## config.mk

```make
export PLATFORM = sky130hd
export DESIGN_NAME = beacon_steering_drive_top_flat
export DESIGN_NICKNAME = d
export VERILOG_FILES = /design/src/design/bsd_pkg.sv /design/src/design/bsd_ifs.sv /design/src/design/bsd_cfg_regs.sv /design/src/design/bsd_frame_stats.sv /design/src/design/bsd_drive_calc.sv /design/src/design/beacon_steering_drive_top.sv /design/src/flat_wrapper.sv
export VERILOG_INCLUDE_DIRS = /design/src /design/src/design
export SDC_FILE = /design/constraint.sdc
export NUM_CORES = 1
export LEC_CHECK = 0
export BUFFER_PORTS_ARGS = -buffer_cell sky130_fd_sc_hd__buf_4
export CORE_MARGIN = 3
export CORE_UTILIZATION = 32
export CTS_BUF_LIST = sky130_fd_sc_hd__clkbuf_8
export DETAILED_ROUTE_END_ITERATION = 8
export SLEW_MARGIN = 10
export SYNTH_ARGS = -nofsm -noshare
export SYNTH_HDL_FRONTEND = slang
export SYNTH_HIERARCHICAL = 1
export SYNTH_SLANG_ARGS = --single-unit
export TNS_END_PERCENT = 10
```

## constraint.sdc

```tcl
create_clock -name clk -period 28.7 [get_ports clk]
set_input_delay 2.87 -clock clk [delete_from_list [all_inputs] [get_ports clk]]
set_output_delay 2.87 -clock clk [all_outputs]
set_load 0.01 [all_outputs]
```

## src/design/beacon_steering_drive_top_macros.svh

```systemverilog
// ============================================================================
// beacon_steering_drive_top_macros: assertion helpers
// Concurrent assertion shorthands clocked on clk, disabled while rst_n is low.
// ============================================================================
`ifndef BEACON_STEERING_DRIVE_TOP_MACROS_SVH
`define BEACON_STEERING_DRIVE_TOP_MACROS_SVH

// same-cycle implication
`define BSD_ASSERT_IMP(lbl, ante, cons, msg) \
    lbl: assert property (@(posedge clk) disable iff (!rst_n) (ante) |-> (cons)) \
        else $error(msg);

// next-cycle implication
`define BSD_ASSERT_NXT(lbl, ante, cons, msg) \
    lbl: assert property (@(posedge clk) disable iff (!rst_n) (ante) |=> (cons)) \
        else $error(msg);

`endif

```

## src/design/bsd_pkg.sv

```systemverilog
`timescale 1ns / 1ps
// ============================================================================
// bsd_pkg: beacon steering drive shared definitions
// Widths, register codes, reset values and the types passed between modules.
// ============================================================================
package bsd_pkg;

    localparam int SAMPLE_BITS    = 10;
    localparam int SENSOR_COUNT   = 8;
    localparam int IDX_BITS       = $clog2(SENSOR_COUNT);
    localparam int SUM_BITS       = SAMPLE_BITS + IDX_BITS;
    localparam int LEVEL_BITS     = 13;
    localparam int GAIN_BITS      = 7;
    localparam int DRIVE_BITS     = 8;
    localparam int CALC_BITS      = 11;
    localparam int ERR_BITS       = 4;
    localparam int MODE_BITS      = 2;
    localparam int CFG_INDEX_BITS = 3;
    localparam int CFG_DATA_BITS  = 13;

    localparam logic [IDX_BITS-1:0]         CENTER_SENSOR = IDX_BITS'(4);
    localparam logic signed [CALC_BITS-1:0] DRIVE_MAX     = CALC_BITS'(127);
    localparam logic signed [CALC_BITS-1:0] DRIVE_MIN     = -CALC_BITS'(127);

    localparam logic [LEVEL_BITS-1:0] AMBIENT_RESET = LEVEL_BITS'(200);
    localparam logic [LEVEL_BITS-1:0] SLOW_RESET    = LEVEL_BITS'(5000);
    localparam logic [LEVEL_BITS-1:0] STOP_RESET    = LEVEL_BITS'(6000);
    localparam logic [GAIN_BITS-1:0]  GAIN_RESET    = GAIN_BITS'(20);
    localparam logic [GAIN_BITS-1:0]  CRUISE_RESET  = GAIN_BITS'(70);
    localparam logic [GAIN_BITS-1:0]  NEAR_RESET    = GAIN_BITS'(40);
    localparam logic [GAIN_BITS-1:0]  SPIN_RESET    = GAIN_BITS'(45);

    typedef enum logic [CFG_INDEX_BITS-1:0] {
        CFG_AMBIENT = 3'd0,
        CFG_SLOW    = 3'd1,
        CFG_STOP    = 3'd2,
        CFG_GAIN    = 3'd3,
        CFG_CRUISE  = 3'd4,
        CFG_NEAR    = 3'd5,
        CFG_SPIN    = 3'd6
    } cfg_index_t;

    typedef enum logic [MODE_BITS-1:0] {
        MODE_TRACK  = 2'd0,
        MODE_SEARCH = 2'd1,
        MODE_NEAR   = 2'd2,
        MODE_STOP   = 2'd3
    } drive_mode_t;

    typedef logic [SAMPLE_BITS-1:0] sample_t;
    typedef sample_t frame_t [SENSOR_COUNT];

    typedef struct packed {
        logic [LEVEL_BITS-1:0] dark_thresh;
        logic [LEVEL_BITS-1:0] near_thresh;
        logic [LEVEL_BITS-1:0] halt_thresh;
        logic [GAIN_BITS-1:0]  steer_gain;
        logic [GAIN_BITS-1:0]  cruise_speed;
        logic [GAIN_BITS-1:0]  near_speed;
        logic [GAIN_BITS-1:0]  search_spin;
    } cfg_t;

    typedef struct packed {
        logic [SUM_BITS-1:0] total;
        logic [IDX_BITS-1:0] index;
    } stats_t;

    typedef struct packed {
        logic signed [DRIVE_BITS-1:0] left_drive;
        logic signed [DRIVE_BITS-1:0] right_drive;
        logic [SUM_BITS-1:0]          total_intensity;
        logic [IDX_BITS-1:0]          brightest_index;
        drive_mode_t                  drive_mode;
    } result_t;

endpackage

```

## src/design/bsd_ifs.sv

```systemverilog
`timescale 1ns / 1ps
// ============================================================================
// bsd_ifs: beacon steering drive channels
// Valid/ready channels for sensor frames, drive results and register writes.
// ============================================================================
interface bsd_frame_if;
    logic                    valid;
    logic                    ready;
    logic [bsd_pkg::SAMPLE_BITS-1:0] intensity_0;
    logic [bsd_pkg::SAMPLE_BITS-1:0] intensity_1;
    logic [bsd_pkg::SAMPLE_BITS-1:0] intensity_2;
    logic [bsd_pkg::SAMPLE_BITS-1:0] intensity_3;
    logic [bsd_pkg::SAMPLE_BITS-1:0] intensity_4;
    logic [bsd_pkg::SAMPLE_BITS-1:0] intensity_5;
    logic [bsd_pkg::SAMPLE_BITS-1:0] intensity_6;
    logic [bsd_pkg::SAMPLE_BITS-1:0] intensity_7;

    modport source (
        output valid, intensity_0, intensity_1, intensity_2, intensity_3,
               intensity_4, intensity_5, intensity_6, intensity_7,
        input  ready
    );
    modport sink (
        input  valid, intensity_0, intensity_1, intensity_2, intensity_3,
               intensity_4, intensity_5, intensity_6, intensity_7,
        output ready
    );
endinterface

interface bsd_result_if;
    logic                                  valid;
    logic                                  ready;
    logic signed [bsd_pkg::DRIVE_BITS-1:0] left_drive;
    logic signed [bsd_pkg::DRIVE_BITS-1:0] right_drive;
    logic [bsd_pkg::SUM_BITS-1:0]          total_intensity;
    logic [bsd_pkg::IDX_BITS-1:0]          brightest_index;
    logic [bsd_pkg::MODE_BITS-1:0]         drive_mode;

    modport source (
        output valid, left_drive, right_drive, total_intensity, brightest_index,
               drive_mode,
        input  ready
    );
    modport sink (
        input  valid, left_drive, right_drive, total_intensity, brightest_index,
               drive_mode,
        output ready
    );
endinterface

interface bsd_cfg_if;
    logic                               valid;
    logic                               ready;
    logic [bsd_pkg::CFG_INDEX_BITS-1:0] index;
    logic [bsd_pkg::CFG_DATA_BITS-1:0]  data;

    modport source (output valid, index, data, input ready);
    modport sink (input valid, index, data, output ready);
endinterface

```

## src/design/bsd_cfg_regs.sv

```systemverilog
`timescale 1ns / 1ps
// ============================================================================
// bsd_cfg_regs: configuration register file
// Decodes register writes; out-of-range indexes are dropped.
// ============================================================================
module bsd_cfg_regs (
    input  logic            clk,
    input  logic            rst_n,
    bsd_cfg_if.sink         cfg,
    output bsd_pkg::cfg_t   regs
);

    bsd_pkg::cfg_t cfg_reg;
    bsd_pkg::cfg_t cfg_next;

    assign cfg.ready = 1'b1;
    assign regs      = cfg_reg;

    always_comb
    begin
        cfg_next = cfg_reg;
        if (cfg.valid)
        begin
            unique case (cfg.index)
                bsd_pkg::CFG_AMBIENT:
                    cfg_next.dark_thresh = cfg.data[bsd_pkg::LEVEL_BITS-1:0];
                bsd_pkg::CFG_SLOW:
                    cfg_next.near_thresh = cfg.data[bsd_pkg::LEVEL_BITS-1:0];
                bsd_pkg::CFG_STOP:
                    cfg_next.halt_thresh = cfg.data[bsd_pkg::LEVEL_BITS-1:0];
                bsd_pkg::CFG_GAIN:
                    cfg_next.steer_gain = cfg.data[bsd_pkg::GAIN_BITS-1:0];
                bsd_pkg::CFG_CRUISE:
                    cfg_next.cruise_speed = cfg.data[bsd_pkg::GAIN_BITS-1:0];
                bsd_pkg::CFG_NEAR:
                    cfg_next.near_speed = cfg.data[bsd_pkg::GAIN_BITS-1:0];
                bsd_pkg::CFG_SPIN:
                    cfg_next.search_spin = cfg.data[bsd_pkg::GAIN_BITS-1:0];
                default:
                    cfg_next = cfg_reg;
            endcase
        end
    end

    always_ff @(posedge clk or negedge rst_n)
    begin
        if (!rst_n)
        begin
            cfg_reg.dark_thresh   <= bsd_pkg::AMBIENT_RESET;
            cfg_reg.near_thresh   <= bsd_pkg::SLOW_RESET;
            cfg_reg.halt_thresh   <= bsd_pkg::STOP_RESET;
            cfg_reg.steer_gain    <= bsd_pkg::GAIN_RESET;
            cfg_reg.cruise_speed  <= bsd_pkg::CRUISE_RESET;
            cfg_reg.near_speed    <= bsd_pkg::NEAR_RESET;
            cfg_reg.search_spin   <= bsd_pkg::SPIN_RESET;
        end
        else
        begin
            cfg_reg <= cfg_next;
        end
    end

endmodule

```

## src/design/bsd_frame_stats.sv

```systemverilog
`timescale 1ns / 1ps
// ============================================================================
// bsd_frame_stats: frame sum and brightest sensor
// Adds the eight samples and picks the first maximum.
// ============================================================================
module bsd_frame_stats (
    input  bsd_pkg::frame_t  frame,
    output bsd_pkg::stats_t  stats
);

    logic [bsd_pkg::SUM_BITS-1:0]    sum;
    logic [bsd_pkg::SAMPLE_BITS-1:0] best;
    logic [bsd_pkg::IDX_BITS-1:0]    best_idx;

    always_comb
    begin
        sum      = bsd_pkg::SUM_BITS'(frame[0]);
        best     = frame[0];
        best_idx = '0;
        for (int i = 1; i < bsd_pkg::SENSOR_COUNT; i++)
        begin
            sum = sum + bsd_pkg::SUM_BITS'(frame[i]);
            // strict compare keeps the earliest on a tie
            if (frame[i] > best)
            begin
                best     = frame[i];
                best_idx = bsd_pkg::IDX_BITS'(i);
            end
        end
    end

    assign stats.total = sum;
    assign stats.index = best_idx;

endmodule

```

## src/design/bsd_drive_calc.sv

```systemverilog
`timescale 1ns / 1ps
// ============================================================================
// bsd_drive_calc: mode select and motor commands
// Heading error times gain, level tests, then saturated left/right drive.
// ============================================================================
module bsd_drive_calc (
    input  bsd_pkg::cfg_t    regs,
    input  bsd_pkg::stats_t  stats,
    output bsd_pkg::result_t res
);

    localparam int CB = bsd_pkg::CALC_BITS;

    function automatic logic signed [bsd_pkg::DRIVE_BITS-1:0] sat_drive(
        input logic signed [bsd_pkg::CALC_BITS-1:0] v
    );
        logic signed [bsd_pkg::CALC_BITS-1:0] c;
        begin
            if (v > bsd_pkg::DRIVE_MAX)
                c = bsd_pkg::DRIVE_MAX;
            else if (v < bsd_pkg::DRIVE_MIN)
                c = bsd_pkg::DRIVE_MIN;
            else
                c = v;
            return c[bsd_pkg::DRIVE_BITS-1:0];
        end
    endfunction

    logic signed [bsd_pkg::ERR_BITS-1:0] heading_err;
    logic signed [CB-1:0]                err_ext;
    logic signed [CB-1:0]                gain_ext;
    logic signed [CB-1:0]                steer;
    logic signed [CB-1:0]                speed;
    logic signed [CB-1:0]                left_sum;
    logic signed [CB-1:0]                right_sum;
    logic                                hit_search;
    logic                                hit_near;
    logic                                hit_stop;
    bsd_pkg::drive_mode_t                mode;

    assign heading_err = $signed({1'b0, bsd_pkg::CENTER_SENSOR})
                       - $signed({1'b0, stats.index});
    assign err_ext  = {{(CB - bsd_pkg::ERR_BITS){heading_err[bsd_pkg::ERR_BITS-1]}},
                       heading_err};
    assign gain_ext = $signed({{(CB - bsd_pkg::GAIN_BITS){1'b0}}, regs.steer_gain});

    assign hit_search = stats.total < regs.dark_thresh;
    assign hit_near   = stats.total > regs.near_thresh;
    assign hit_stop   = stats.total > regs.halt_thresh;

    always_comb
    begin
        steer = err_ext * gain_ext;
        speed = $signed({{(CB - bsd_pkg::GAIN_BITS){1'b0}}, regs.cruise_speed});
        mode  = bsd_pkg::MODE_TRACK;
        if (hit_search)
        begin
            speed = '0;
            steer = -$signed({{(CB - bsd_pkg::GAIN_BITS){1'b0}}, regs.search_spin});
            mode  = bsd_pkg::MODE_SEARCH;
        end
        // near keeps whatever steer stands
        if (hit_near)
        begin
            speed = $signed({{(CB - bsd_pkg::GAIN_BITS){1'b0}}, regs.near_speed});
            mode  = bsd_pkg::MODE_NEAR;
        end
        if (hit_stop)
        begin
            speed = '0;
            steer = '0;
            mode  = bsd_pkg::MODE_STOP;
        end
    end

    assign left_sum  = steer + speed;
    assign right_sum = steer - speed;

    assign res.left_drive      = sat_drive(left_sum);
    assign res.right_drive     = sat_drive(right_sum);
    assign res.total_intensity = stats.total;
    assign res.brightest_index = stats.index;
    assign res.drive_mode      = mode;

endmodule

```

## src/design/beacon_steering_drive_top.sv

```systemverilog
`timescale 1ns / 1ps
`include "beacon_steering_drive_top_macros.svh"
// ============================================================================
// beacon_steering_drive_top: infrared beacon homing drive
// Turns one frame of eight photodiode readings into left/right motor commands.
// ============================================================================
// One frame per clock in, one result word per frame out. Each frame is
// captured in an input register, passes once through the sum / brightest
// sensor / steering logic and lands in a result register, so a word comes
// out of the result register, and a new frame can be taken in
// every cycle while the result side keeps up. The result register parts the
// two sides: a new frame is taken while a finished word waits, and the two
// stages only hold when both are full and the sink is stalled. Registers
// are written through the cfg channel, which is always ready; write them
// only while no frame is in flight. Reset values: ambient 200, slow 5000,
// stop 6000, gain 20, cruise 70, near 40, spin 45.
module beacon_steering_drive_top (
    input  logic           clk,
    input  logic           rst_n,
    bsd_frame_if.sink      frame,
    bsd_result_if.source   result,
    bsd_cfg_if.sink        cfg
);

    // ------------------------------------------------------------------
    // Register file
    // ------------------------------------------------------------------
    bsd_pkg::cfg_t regs;

    bsd_cfg_regs u_cfg_regs (
        .clk   (clk),
        .rst_n (rst_n),
        .cfg   (cfg),
        .regs  (regs)
    );

    // ------------------------------------------------------------------
    // Pipeline control: stage 1 is the input register, stage 2 the
    // result register. Stage 2 moves when empty or drained; stage 1
    // refills when empty or moving into stage 2.
    // ------------------------------------------------------------------
    logic in_valid_reg;
    logic in_valid_next;
    logic res_valid_reg;
    logic res_valid_next;
    logic advance;
    logic take_frame;

    assign advance     = !res_valid_reg || result.ready;
    assign frame.ready = !in_valid_reg || advance;
    assign take_frame  = frame.valid && frame.ready;

    always_comb
    begin
        in_valid_next  = in_valid_reg;
        res_valid_next = res_valid_reg;
        if (frame.ready)
            in_valid_next = frame.valid;
        if (advance)
            res_valid_next = in_valid_reg;
    end

    always_ff @(posedge clk or negedge rst_n)
    begin
        if (!rst_n)
        begin
            in_valid_reg  <= 1'b0;
            res_valid_reg <= 1'b0;
        end
        else
        begin
            in_valid_reg  <= in_valid_next;
            res_valid_reg <= res_valid_next;
        end
    end

    // ------------------------------------------------------------------
    // Input register (payload, no reset)
    // ------------------------------------------------------------------
    bsd_pkg::frame_t frame_reg;

    always_ff @(posedge clk)
    begin
        if (take_frame)
        begin
            frame_reg[0] <= frame.intensity_0;
            frame_reg[1] <= frame.intensity_1;
            frame_reg[2] <= frame.intensity_2;
            frame_reg[3] <= frame.intensity_3;
            frame_reg[4] <= frame.intensity_4;
            frame_reg[5] <= frame.intensity_5;
            frame_reg[6] <= frame.intensity_6;
            frame_reg[7] <= frame.intensity_7;
        end
    end

    // ------------------------------------------------------------------
    // Single combinational pass
    // ------------------------------------------------------------------
    bsd_pkg::stats_t  stats;
    bsd_pkg::result_t res_calc;

    bsd_frame_stats u_frame_stats (
        .frame (frame_reg),
        .stats (stats)
    );

    bsd_drive_calc u_drive_calc (
        .regs  (regs),
        .stats (stats),
        .res   (res_calc)
    );

    // ------------------------------------------------------------------
    // Result register (payload, no reset)
    // ------------------------------------------------------------------
    bsd_pkg::result_t result_reg;

    always_ff @(posedge clk)
    begin
        if (advance && in_valid_reg)
            result_reg <= res_calc;
    end

    assign result.valid           = res_valid_reg;
    assign result.left_drive      = result_reg.left_drive;
    assign result.right_drive     = result_reg.right_drive;
    assign result.total_intensity = result_reg.total_intensity;
    assign result.brightest_index = result_reg.brightest_index;
    assign result.drive_mode      = result_reg.drive_mode;

    // ------------------------------------------------------------------
    // Assertions
    // ------------------------------------------------------------------
    // stopped: both motors off
    `BSD_ASSERT_IMP(a_stop_zero, result.valid && result.drive_mode == bsd_pkg::MODE_STOP, result.left_drive == 0 && result.right_drive == 0, "stop mode with nonzero drive")
    // searching: pure spin, both sides equal
    `BSD_ASSERT_IMP(a_search_spin, result.valid && result.drive_mode == bsd_pkg::MODE_SEARCH, result.left_drive == result.right_drive, "search mode with forward speed")
    // saturation never reaches -128
    `BSD_ASSERT_IMP(a_sat_range, result.valid, result.left_drive != -8'sd128 && result.right_drive != -8'sd128, "drive outside +-127")
    // a held frame is not lost while stage 2 is stalled
    `BSD_ASSERT_NXT(a_stage1_hold, in_valid_reg && !advance, in_valid_reg && res_valid_reg, "stage 1 frame dropped during stall")

endmodule

```

## src/flat_wrapper.sv

```systemverilog
// flat-port wrapper written by rule: the top's interface ports become plain ports
module beacon_steering_drive_top_flat 
  (clk, rst_n, frame_valid, frame_intensity_0, frame_intensity_1, frame_intensity_2, frame_intensity_3, frame_intensity_4, frame_intensity_5, frame_intensity_6, frame_intensity_7, frame_ready, result_valid, result_left_drive, result_right_drive, result_total_intensity, result_brightest_index, result_drive_mode, result_ready, cfg_valid, cfg_index, cfg_data, cfg_ready);
  bsd_frame_if frame_i ();
  bsd_result_if result_i ();
  bsd_cfg_if cfg_i ();
  input  logic clk;
  input  logic rst_n;
  input wire logic [$bits(frame_i.valid)-1:0] frame_valid;
  input wire logic [$bits(frame_i.intensity_0)-1:0] frame_intensity_0;
  input wire logic [$bits(frame_i.intensity_1)-1:0] frame_intensity_1;
  input wire logic [$bits(frame_i.intensity_2)-1:0] frame_intensity_2;
  input wire logic [$bits(frame_i.intensity_3)-1:0] frame_intensity_3;
  input wire logic [$bits(frame_i.intensity_4)-1:0] frame_intensity_4;
  input wire logic [$bits(frame_i.intensity_5)-1:0] frame_intensity_5;
  input wire logic [$bits(frame_i.intensity_6)-1:0] frame_intensity_6;
  input wire logic [$bits(frame_i.intensity_7)-1:0] frame_intensity_7;
  output wire logic [$bits(frame_i.ready)-1:0] frame_ready;
  output wire logic [$bits(result_i.valid)-1:0] result_valid;
  output wire logic [$bits(result_i.left_drive)-1:0] result_left_drive;
  output wire logic [$bits(result_i.right_drive)-1:0] result_right_drive;
  output wire logic [$bits(result_i.total_intensity)-1:0] result_total_intensity;
  output wire logic [$bits(result_i.brightest_index)-1:0] result_brightest_index;
  output wire logic [$bits(result_i.drive_mode)-1:0] result_drive_mode;
  input wire logic [$bits(result_i.ready)-1:0] result_ready;
  input wire logic [$bits(cfg_i.valid)-1:0] cfg_valid;
  input wire logic [$bits(cfg_i.index)-1:0] cfg_index;
  input wire logic [$bits(cfg_i.data)-1:0] cfg_data;
  output wire logic [$bits(cfg_i.ready)-1:0] cfg_ready;
  assign frame_i.valid = frame_valid;
  assign frame_i.intensity_0 = frame_intensity_0;
  assign frame_i.intensity_1 = frame_intensity_1;
  assign frame_i.intensity_2 = frame_intensity_2;
  assign frame_i.intensity_3 = frame_intensity_3;
  assign frame_i.intensity_4 = frame_intensity_4;
  assign frame_i.intensity_5 = frame_intensity_5;
  assign frame_i.intensity_6 = frame_intensity_6;
  assign frame_i.intensity_7 = frame_intensity_7;
  assign frame_ready = frame_i.ready;
  assign result_valid = result_i.valid;
  assign result_left_drive = result_i.left_drive;
  assign result_right_drive = result_i.right_drive;
  assign result_total_intensity = result_i.total_intensity;
  assign result_brightest_index = result_i.brightest_index;
  assign result_drive_mode = result_i.drive_mode;
  assign result_i.ready = result_ready;
  assign cfg_i.valid = cfg_valid;
  assign cfg_i.index = cfg_index;
  assign cfg_i.data = cfg_data;
  assign cfg_ready = cfg_i.ready;
  beacon_steering_drive_top u_core (.clk(clk), .rst_n(rst_n), .frame(frame_i), .result(result_i), .cfg(cfg_i));
endmodule
```

[Word level (Yosys, flattened, before mapping)]
Cells that the tools add are included.
Operators by class
  multiplexer cells: 22
  add/subtract/negate cells: 11
  multipliers: 1
  equal/unequal tests: 6
  reduce and logical (&&, ||, !) cells: 17
  $lt $le $gt $ge: 14
Operator list (count)
  adder 13 x 10 -> 13 bit: 6
  greater-than comparator 10 bit: 7
  2-to-1 mux 10 bit: 6
  2-to-1 mux 11 bit: 4
  greater-than comparator 13 bit: 2
  greater-than comparator 11 x 8 -> 1 bit (second input constant): 2
  < comparator 11 x 8 -> 1 bit (second input constant): 2
  2-to-1 mux 3 bit: 6
  2-to-1 mux 8 bit: 2
  AND reduction 2 bit: 7
  < comparator 13 bit: 1
  adder 10 x 10 -> 11 bit: 1
  adder 11 bit: 1
  multiplier 4 x 8 -> 11 bit: 1
  negation 7 -> 11 bit: 1
  subtractor 11 bit: 1
  == test 3 bit (second input constant): 3
  2-to-1 mux 7 bit: 1
  == test 3 x 2 -> 1 bit (second input constant): 2
  OR reduction 2 bit: 3
  subtractor 3 x 3 -> 4 bit (first input constant): 1
  == test 3 x 1 -> 1 bit (second input constant): 1
  logical NOT 3 bit: 1
  2-to-1 mux 1 bit: 3
  other kinds (3): 6
Word-level totals
  input port bits: 101
  output and inout port bits: 37
  flip-flop bits (word level): 183
  word-level logic and storage cells: 96

[Logic depth before layout (Yosys ltp)]
  word-level depth: 21
  depth in mapped cells: 108
  mapped depth without buffers: 101

[Hierarchy]
The synthesis kept the hierarchy.
By module, submodules not included
  bsd_frame_stats: cells an instance 561, area each 4860.9 µm², times used 1, sequential area each 0.0 µm²
  bsd_drive_calc: cells an instance 523, area each 3782.4 µm², times used 1, sequential area each 0.0 µm²
  beacon_steering_drive_top: cells an instance 122, area each 3527.1 µm², times used 1, sequential area each 3473.3 µm²
  bsd_cfg_regs: cells an instance 151, area each 2662.6 µm², times used 1, sequential area each 1709.1 µm²

[Worst setup path after synthesis]
Ideal clock, no wire load.
  kind: register to register
  start: register u_core/frame_reg[74] (netlist name)
  end: register u_core.result_reg (netlist bit u_core/result.right_drive[0]) (data pin)
  required time: 28.424 ns
  path buffers: 8
  path slack: 9.541 ns
  arrival: 18.883 ns
  stages on the path, launching flop included: 101
  library setup time: 0.276 ns
  period minus slack after synthesis: 19.159 ns
  cell sequence: edfxtp_1 -> inv_1 -> ha_1 -> and4_1 -> and4_4 -> a21o_1 -> nor2_1 -> clkbuf_1 -> nor2_1 -> a21oi_1 -> ha_1 -> and3_1 -> a221o_1 -> a21oi_2 -> o21ai_2 -> o21ai_0 -> a211oi_1 -> buf_2 -> (+65 left out) -> fa_1 -> fa_1 -> inv_1 -> fa_1 -> ha_1 -> inv_1 -> fa_1 -> nand2b_1 -> a31oi_1 -> nor2_1 -> ha_1 -> buf_2 -> or3_1 -> o21ai_0 -> or2_2 -> o2111ai_2 -> a221oi_2 -> o211ai_1
RTL lines
  from (decl): line beacon_steering_drive_top.sv:80  | bsd_pkg::frame_t frame_reg;
  to (signal assigned): line beacon_steering_drive_top.sv:122  | result_reg <= res_calc;
  to (decl): line beacon_steering_drive_top.sv:117  | bsd_pkg::result_t result_reg;

==> impl_metrics.json <==
{
  "run_status": "finished clean",
  "largest_register_ffs": 80,
  "cts.repair_timing.setup_buffer_count": 0,
  "io_buffers": 136,
  "gr-usage-all-layers": 0.161,
  "synth_compound_gate_area_share": 0.161,
  "slew_headroom": 0.215,
  "start_util": 0.325,
  "multiInputGateArea_um2": 8740,
  "cells_after_synthesis": 1357,
  "synth.mux.area_fraction": 0.0656,
  "ant_nets": 0,
  "synth-seq-area-share": 0.349,
  "period_needed_ns": 22.47,
  "grt_start_max_net_pins": 70,
  "dieHeight_um": 221,
  "synthXorXnorAreaFrac": 0.0171,
  "worst_hold_slack_ns": 0.501,
  "first_global_vias": 10700,
  "post_synth.cell_area_avg_um2": 10.9,
  "first_pass_iteration_count_of_the_detailed_router": 4,
  "synth-seq-cells": 183,
  "nNetsFinal": 1798,
  "netlist-cell-type-count": 100,
  "holdBufCountCts": 0,
  "setup.worst_path.start": "u_core/frame_reg[72]",
  "drt_iter0_markers": 638,
  "layout.cells.non_filler": 2086,
  "fmax_ghz": 0.0445,
  "antenna_found_initial": 1,
  "worstPathRequired_ns": 28.97,
  "timing.critical_path.mode_cell": "sky130_fd_sc_hd__ha_1",
  "via_cell_ratio": 5.09,
  "tightest_slew_ns": 1.18,
  "fin_setup_tns_ns": 0,
  "area_growth_syn_to_layout_pct": 12.8,
  "synthesis.yosys.warnings": 6,
  "timing.rr.start": "u_core/frame_reg[72]",
  "largest_fanout_on_the_critical_path": 26,
  "routed-via-count": 10600,
  "fraction_of_registers_with_async_set_or_reset_after_synthesis": 0.377,
  "worst_hold_startpoint": "u_core/u_cfg_regs/regs[45]",
  "final.period_utilization": 0.783,
  "post-place-cells": 2052,
  "htreeDepth": 4,
  "die_x_um": 221,
  "gp_congestion": 0.859,
  "place_hpwl_mm": 31.4,
  "dominantRegCellSynth": "sky130_fd_sc_hd__edfxtp_1",
  "maximum_clock_insertion_buffer_count": 2,
  "design.die.area_um2": 49000,
  "cts-resized-gates": 0,
  "top_post_synthesis_cells_by_count": "sky130_fd_sc_hd__inv_1, sky130_fd_sc_hd__ha_1, sky130_fd_sc_hd__edfxtp_1",
  "post_synth_edffs": 114,
  "drc": 0,
  "grt_pass1_wl_mm": 61.4,
  "syn-num-nets": 1684,
  "final.setup_skew_ns": 0.0224,
  "cts_clk_pin_slew_worst_paths_ns": 0.11,
  "final_hold_viol_count": 0,
  "wl_met3_mm": 1.77,
  "clkLatencyLatePin_ns": 0.54,
  "timing.max_cap.violations": 0,
  "tritoncts_clock_tree": "yes",
  "clock_buffer_count_from_cts": 17,
  "post-synth-top-area-cell": "sky130_fd_sc_hd__edfxtp_1",
  "timing.critical_path.from_type": "register",
  "final_setup_violations": 0,
  "worst_path_max_delay_cell": "sky130_fd_sc_hd__a211oi_2",
  "worstSetupEndpointType": "register",
  "critPathArrivalTime_ns": 22.74,
  "leading_cell_type_by_number_of_instances_after_synthesis": "sky130_fd_sc_hd__inv_1",
  "core_region_area_um2": 45600,
  "ys_top_cells_by_area": "sky130_fd_sc_hd__edfxtp_1, sky130_fd_sc_hd__ha_1, sky130_fd_sc_hd__fa_1, sky130_fd_sc_hd__dfrtp_1, sky130_fd_sc_hd__dfstp_2",
  "synth-adder-area-share": 0.227,
  "post_route_cells_drive_above_1_share": 0.222,
  "nFillCells": 4480,
  "cts_num_sinks": 183,
  "unrepaired_setup_endpoints_after_global_routing": "no",
  "library_cell_used_as_clock_root_buffer": "sky130_fd_sc_hd__clkbuf_8",
  "synth-simple-area-share": 0.117,
  "boundaryPins": 138,
  "final_max_slew_viols": 0,
  "wl_met1_mm": 19.1,
  "highest-signal-layer": "met4",
  "met2WireLength_mm": 17.7,
  "wl_mm": 39.2,
  "placementRows": 78,
  "critPathKind": "reg2reg",
  "global_route.overflow_total": 0,
  "finalCoreUtilization": 0.367,
  "yosysTopAreaCellShare": 0.231,
  "synth_area_um2": 14800,
  "layout.area.seq_um2": 5180,
  "critPathMaxStageDelay_ns": 0.99,
  "routedWlPerCell_um": 18.8,
  "dominant_combinational_cell_family_by_area_after_synthesis": "adder cells",
  "worst_hold_check_path_type": "reg2reg"
}
[cells by family after synthesis]
| kind of cell | after synthesis |
|---|---|
| muxes | 83 |
| AOI/OAI and AO/OA | 304 |
| buffers and inverters | 204 |
| DFF | 183 |
| xor gates and xnor gates | 29 |
| adders and majority gates | 226 |
| and+or+nand+nor | 327 |
| other | 1 |
[critical path: cells and delay by family (launching register included)]
kind,cells,cell delay [ns]
and+or+nand+nor,22,4.26
muxes,3,0.62
xor gates and xnor gates,1,0.35
DFF,1,0.39
buffers and inverters,6,0.78
adders and majority gates,14,4.81
AOI/OAI and AO/OA,49,11.05
[cell type report]
class / instances / area share
inverter: 158 / 0.0355
clock inverter: 15 / 0.00935
timing repair buffer: 141 / 0.0633
clock buffer: 17 / 0.0140
tap: 600 / 0.0449
multi-input combinational: 970 / 0.523
sequential: 183 / 0.310
antenna: 2 / 0.000299
[final timing paths]
kind	to	slack, ns	depth (start not counted)
worst max-delay path	u_core/result.right_drive[0]	6.23	95
worst min-delay path	u_core/u_cfg_regs/regs[45]	0.50	1
worst max register to register	u_core/result.right_drive[0]	6.23	95
worst min register to register	u_core/u_cfg_regs/regs[45]	0.50	1
max in group asynchronous	u_core/u_cfg_regs/regs[24]	25.69	1
min in group asynchronous	u_core/result.valid	2.44	1
[layer usage]
metal,vias up,global-route usage
met1,5241,0.231
met4,0,0.0364
li1,5105,-
met5,-,0
met3,29,0.0338
met2,239,0.248
[metrics by stage]
stage | instance area [um2] | setup slack (ns)
3_3_place_gp | 16300 | 7.24
2_1_floorplan | 14800 | 9.54
3_5_place_dp | 16300 | 6.52
6_report | 16700 | 6.23
4_1_cts | 16700 | 6.43
5_1_grt | 16700 | 4.43
[cells in the final DEF, fill, tap and decap left out, types with 13 or more instances in the layout]
master	synthesis	final
sky130_fd_sc_hd__a21o_1	41	41
sky130_fd_sc_hd__a21oi_1	76	76
sky130_fd_sc_hd__and2_1	28	27
sky130_fd_sc_hd__buf_4	17	141
sky130_fd_sc_hd__clkbuf_8	0	17
sky130_fd_sc_hd__dfrtp_1	43	43
sky130_fd_sc_hd__dfstp_2	26	26
sky130_fd_sc_hd__edfxtp_1	114	114
sky130_fd_sc_hd__fa_1	72	72
sky130_fd_sc_hd__ha_1	154	154
sky130_fd_sc_hd__inv_1	158	158
sky130_fd_sc_hd__mux2_1	17	17
sky130_fd_sc_hd__mux2_2	43	43
sky130_fd_sc_hd__nand2_1	64	64
sky130_fd_sc_hd__nand2b_1	16	16
sky130_fd_sc_hd__nand3_1	46	46
sky130_fd_sc_hd__nor2_1	65	65
sky130_fd_sc_hd__nor3_1	26	26
sky130_fd_sc_hd__o211ai_1	14	14
sky130_fd_sc_hd__o21a_1	13	13
sky130_fd_sc_hd__o21ai_0	37	37
sky130_fd_sc_hd__xnor2_1	20	20
Power is not shown: default switching activity piles up to over one toggle a cycle in this logic, so the estimate is an artifact.
